**src/rtl/ple_pkg.sv**
```systemverilog
// Shared types and constants for the positional list engine.
// No dependencies; every other file uses this package.
`timescale 1ns / 1ps

package ple_pkg;

  // Fixed field widths of the item formats
  localparam int unsigned PosW      = 8;
  localparam int unsigned WordW     = 32;
  localparam int unsigned CntOutW   = 7;
  localparam int unsigned OpW       = 2;
  localparam int unsigned StatusW   = 2;
  localparam int unsigned MaxDataW  = 64;

  // Defaults for the top-level parameters
  localparam int unsigned CAPACITY_DEF   = 64;
  localparam int unsigned DATA_WIDTH_DEF = 32;

  // Operation codes
  localparam logic [OpW-1:0] OP_INSERT = 2'd0;
  localparam logic [OpW-1:0] OP_REMOVE = 2'd1;
  localparam logic [OpW-1:0] OP_READ   = 2'd2;

  // Result status codes
  localparam logic [StatusW-1:0] STS_OK       = 2'd0;
  localparam logic [StatusW-1:0] STS_EMPTY    = 2'd1;
  localparam logic [StatusW-1:0] STS_FULL     = 2'd2;
  localparam logic [StatusW-1:0] STS_NOTFOUND = 2'd3;

  typedef struct packed {
    logic [OpW-1:0]   opcode;
    logic [PosW-1:0]  position;
    logic [WordW-1:0] data_in;
  } in_item_t;

  typedef struct packed {
    logic [StatusW-1:0] status;
    logic [WordW-1:0]   data_out;
    logic [CntOutW-1:0] entry_count;
  } out_item_t;

  // Broadcast from the controller to every cell
  typedef struct packed {
    logic            act;  // an operation beat was taken this cycle
    logic            ins;  // insert: shift up from pos, load word at pos
    logic            rem;  // remove: shift down from pos
    logic            rd;   // read hit: cell at pos presents its word
    logic [PosW-1:0] pos;  // effective position, already clamped
  } cell_ctrl_t;

  // Controller states
  typedef enum logic [1:0] {
    ST_IDLE   = 2'b01,
    ST_REDUCE = 2'b10
  } state_e;

endpackage

```
**src/rtl/ple_cell.sv**
```systemverilog
// One list slot: holds a word and takes a neighbor's word on insert/remove.
// Depends on ple_pkg for the control struct.
`timescale 1ns / 1ps

module ple_cell #(
  parameter int unsigned DATA_WIDTH = ple_pkg::DATA_WIDTH_DEF,
  parameter int unsigned IDX        = 0
) (
  input  logic                  clk_i,
  input  ple_pkg::cell_ctrl_t   ctrl_i,
  input  logic [DATA_WIDTH-1:0] word_i,   // word being inserted
  input  logic [DATA_WIDTH-1:0] left_i,   // value of slot IDX-1
  input  logic [DATA_WIDTH-1:0] right_i,  // value of slot IDX+1
  output logic [DATA_WIDTH-1:0] value_o,
  output logic [DATA_WIDTH-1:0] rd_o      // read hit: own word, else zero; held between beats
);
  import ple_pkg::*;

  localparam logic [PosW-1:0] MyIdx = PosW'(IDX);

  logic [DATA_WIDTH-1:0] value_q, value_d;
  logic [DATA_WIDTH-1:0] rd_q, rd_d;
  logic                  above, at;

  assign above = MyIdx > ctrl_i.pos;
  assign at    = MyIdx == ctrl_i.pos;

  // Next slot value
  always_comb begin
    value_d = value_q;
    if (ctrl_i.ins) begin
      if (above) begin
        value_d = left_i;
      end else if (at) begin
        value_d = word_i;
      end
    end else if (ctrl_i.rem && (above || at)) begin
      value_d = right_i;
    end
  end

  // Read word is sampled before any shift of the same beat
  always_comb begin
    rd_d = rd_q;
    if (ctrl_i.act) begin
      rd_d = (ctrl_i.rd && at) ? value_q : '0;
    end
  end

  always_ff @(posedge clk_i) begin
    value_q <= value_d;
    rd_q    <= rd_d;
  end

  assign value_o = value_q;
  assign rd_o    = rd_q;

endmodule

```
**config.mk**
```make
export PLATFORM = sky130hd
export DESIGN_NAME = ple_cell
export DESIGN_NICKNAME = d
export VERILOG_FILES = /design/src/rtl/ple_pkg.sv /design/src/rtl/ple_cell.sv
export SDC_FILE = /design/constraint.sdc
export NUM_CORES = 1
export LEC_CHECK = 0
export BUFFER_PORTS_ARGS = -buffer_cell sky130_fd_sc_hd__buf_2
export CAP_MARGIN = 20
export CORE_ASPECT_RATIO = 1.4
export CORE_UTILIZATION = 43
export DETAILED_ROUTE_END_ITERATION = 10
export PLACE_DENSITY = 0.8
export SLEW_MARGIN = 20
export SYNTH_ARGS = -nofsm -noshare
export SYNTH_HDL_FRONTEND = slang
export SYNTH_SLANG_ARGS = --single-unit
```
**constraint.sdc**
```tcl
create_clock -name clk_i -period 3.5 [get_ports clk_i]
set_clock_uncertainty 0.2 [all_clocks]
set_input_delay 0.525 -clock clk_i [delete_from_list [all_inputs] [get_ports clk_i]]
set_output_delay 0.525 -clock clk_i [all_outputs]
set_load 0.02 [all_outputs]
```
After elaboration in Yosys (flattened, before gate mapping)
Cells that the tools add are included.
{ "op_classes": {"n_lt_le_gt_ge": 1, "n_eq_ne": 1, "muxes": 4, "reduce_logical": 6} }
{ "ops": {"columns": ["cell", "count"], "rows": [
  ["2-to-1 mux 32 bit", 4],
  ["> comparator 1 x 8 -> 1 bit (first input constant)", 1],
  ["logical NOT 8 bit", 1],
  ["!= test 3 x 1 -> 1 bit (second input constant)", 1],
  ["logical AND 1 bit", 2],
  ["AND reduction 2 bit", 1],
  ["nonzero test 2 bit", 1],
  ["logical OR 1 bit", 1]
]} }
{ "word_totals": {"regBits": 64, "inputBits": 109, "out_inout_bits": 64, "wordCells": 14} }

Logic depth before layout (Yosys ltp)
{ "depth": {"ltp_word": 5, "ltp_mapped": 4, "ltp_nobuf": 2} }

Least setup slack after synthesis
No wires, ideal clock.
{ "synth_timing": {"path_type": "in2reg", "from": "input ctrl_i[1] (netlist name)", "to": "register value_q[0], in the netlist value_o[0] (enable)", "setup_ns": 0.416, "arrival_ns": 2.655, "t_required_ns": 2.884, "path_slack_ns": 0.229, "path_stages": 4, "n_path_buf": 2, "cell_sequence": "or4_4 buf_6 buf_12 nor3_2"} }
{ "synth_via": {"elab_chain_cells": 5, "word_cells_on_any_way": 7, "classes_between": "order compare: 1; eq/ne: 1; reduce/logical: 5"} }
{ "synth_lines": {"columns": ["item", "line_no", "rtl"], "rows": [
  ["start, declared", "ple_cell.sv:10", "input ple_pkg::cell_ctrl_t ctrl_i,"],
  ["> comparator 1 x 8 -> 1 bit or logical NOT 8 bit (tied branches)", "ple_cell.sv:25, ple_cell.sv:26", null],
  ["logical OR 1 bit", "ple_cell.sv:37", "end else if (ctrl_i.rem && (above || at)) begin"],
  ["logical AND 1 bit", "ple_cell.sv:37", null],
  ["nonzero test 2 bit (no source line)", null, null],
  ["AND reduction 2 bit (no source line) (*)", null, null],
  ["end signal, assigned", "ple_cell.sv:51", "value_q <= value_d;"],
  ["end, declared", "ple_cell.sv:21", "logic [DATA_WIDTH-1:0] value_q, value_d;"]
]} }
Every way passes the cells marked *; elsewhere a longest branch is shown, timed or not.
A chain may end at the register's enable or synchronous reset.

Worst setup path after layout
{ "layout_timing": {"from": "input ctrl_i[1] (netlist name)", "to": "register value_q[18], in the netlist value_o[18] (enable)"} }
The elaborated chain is that of the path after synthesis.

==> impl_results.md <==
- Status: finished, violations left
- Failing checks: DRC
- Starting Density: 44.3%
- Area of the multi-input gates: 838 um2
- # diodes: 0
- Number of max-cap violations: 0
- Synth Area in Adders: 0%
- Final GP Congestion: 0.757
- CTS tree: done
- Post-synth ARST share: 0%
- PD cells: 445 nW/um2
- Layout area overhead: 31.4%
- Gr usage total: 17.4%
- Period utilisation layout: 63.0%
- Xor/xnor share of the synthesized area: 0%
- WL met3: 298 um
- Synth Area in Compound Gates: 0%
- WP data arrival: 2020 ps
- Seq. cell area: 1920 um2
- Top cells by area, synth: edfxtp_1, mux2_2, nor3_2, nand2_1, buf_12
- Post-synthesis mux area share: 12.5%
- Setup-failing EPs final: 0
- Share of layout cells above drive strength 1: 68.5%
- Top_reg_cell synth: edfxtp_1
- Core Rows: 35
- Slew HR: 51.8%
- Cell family with most CP delay: simple AND/OR/NAND/NOR gates
- Worst hold path type: in2reg
- Fmax: 0.454 GHz
- Synth cell count leaders: edfxtp_1, mux2_2, nand2_1
- Number of synthesized register bits: 64
- # IOs: 173
- Global route overflow: 0
- Global-route wire length before repair: 9100 um
- Final net count: 428
- Unrepaired setup endpoints after global routing: no
- Port buffer count: 140
- Post-CTS sizing: 0
- Routed WL: 5960 um
- Crit path max fanout: 33
- Pleak: 1.57 nW
- Setup tns final: 0 ps
- Fill cells: 536
- WL met1: 2230 um
- Antenna violations before repair: 0
- Hold buffers post-CTS: 0
- Largest family of logic cells by synthesized area: simple AND/OR/NAND/NOR gates
- Clock sink count: 64
- Clk_lat worst skew: 340 ps
- Bufs on Longest Clock Path: 2
- CTS buffer count: 9
- Iteration-0 DRC Markers: 109
- Hold Violations, Final: 0
- Chip height: 99.1 um
- Most common cell in the netlist: edfxtp_1
- CP startpoint kind: primary input
- Post-CTS Setup Bufs: 0
- Fin Hold WS: 280 ps
- Uppermost routed layer: met4
- Core Region: 6530 um2
- Final ANT Viol Nets: 0
- Syn Nets: 288
- DRC: 7
- Syn avg cell area: 16.2 um2
- Distinct cell type count after synthesis: 13
- Final min period: 2200 ps
- Register area share after synthesis: 66.4%
- First-pass detailed-route iteration total: 9
- H-tree depth: 3
- Post-synth top area share: 66.4%
- Die Width: 71.3 um
- Clock transition at path regs: 80 ps
- Via count: 1,961
- Max stage delay on crit path: 810 ps
- Root Buffer: clkbuf_8
- Vias in the first global route: 1,895
- Max IR drop VDD: 0.000325 V
- Mapped cell area: 2890 um2
- Worst EP required: 3320 ps
- Die footprint: 7060 um2
- WL/cell: 15.0 um
- Critical Setup Path Class: in2reg
- Worst slew pin tran: 723 ps
- CP bufs+invs: 2
- Detail Placement HPWL: 4280 um
- Largest net degree at the start of global routing: 34
- Synth Instances: 179
- YS warnings: 0
- Vias per inst: 4.93
- Post-synth EDFFs: 64
- Ordered list of cells on the worst path: buf_2, or4_4, nor3_4, buf_4
- WL met2: 3260 um
- Synth Area in Simple Gates: 16.3%
- Slowest-stage cell, CP: or4_4
- CP endpoint kind: flop
- Max Slew Vio Count: 0
- Largest area contributor in the netlist: edfxtp_1
logic make-up (layout without fill, tap and decap cells):
logic type / after synthesis / after routing
buf+inv: 15 / 160
flops: 64 / 64
mux: 32 / 32
simple gates: 68 / 68
worst paths after layout:
| kind | end | from | slack, ps | cells after the start |
|---|---|---|---|---|
| worst max-delay path | value_o[18] | ctrl_i[1] | 1300 | 4 |
| worst min-delay path | value_o[22] | word_i[22] | 280 | 2 |
| worst max register to register | rd_o[26] | value_o[26] | 2460 | 2 |
| worst min register to register | rd_o[4] | value_o[4] | 400 | 2 |
metal layers:
metal / vias up / GRT usage, %
met5: - / 0
li1: 940 / -
met3: 16 / 3.07
met4: 0 / 11.1
met2: 82 / 30.1
met1: 923 / 19.4
where the power goes:
part / internal, W / total, W / switching, W
Clock: 0.000402 / 0.000696 / 0.000294
Sequential: 0.000855 / 0.000858 / 0.00000248
Combinational: 0.0000667 / 0.000138 / 0.0000718
layout make-up:
| class | count | share of cell area (%) |
|---|---|---|
| multi-input cells | 100 | 22.1 |
| clock inverters | 7 | 2.47 |
| repair buffers | 144 | 19.2 |
| well taps | 74 | 2.44 |
| flip-flops and latches | 64 | 50.6 |
| clock buffers | 9 | 3.26 |
registers in the layout, indices dropped and copies added, names as in the netlist:
name,count
rd_o,32
value_o,32
through the flow:
| step | cell area (um2) | total power [W] | setup WS (ps) | util, % | instances |
|---|---|---|---|---|---|
| 3_3_place_gp | 3580 | 0.00101 | 972 | 54.9 | 382 |
| 5_1_grt | 3800 | 0.00175 | 1230 | 58.3 | 398 |
| 3_5_place_dp | 3580 | 0.00101 | 934 | 54.9 | 382 |
| 6_report | 3800 | 0.00169 | 1300 | 58.3 | 398 |
| 4_1_cts | 3800 | 0.00171 | 1300 | 58.3 | 398 |
| 2_1_floorplan | 2890 | 0.000953 | 229 | - | 179 |
cells in the final DEF, fill, tap and decap left out:
cell type / instances
buf_2: 140
edfxtp_1: 64
mux2_2: 32
nand2_1: 32
nor3_2: 27
clkbuf_8: 9
buf_4: 4
nor3_4: 3
nor3_1: 3
inv_6: 2
clkinv_1: 2
bufinv_16: 2
or4_4: 1
or4_2: 1
nor2_1: 1
clkinv_4: 1
Note: power is estimated with default switching activity, not from simulation.
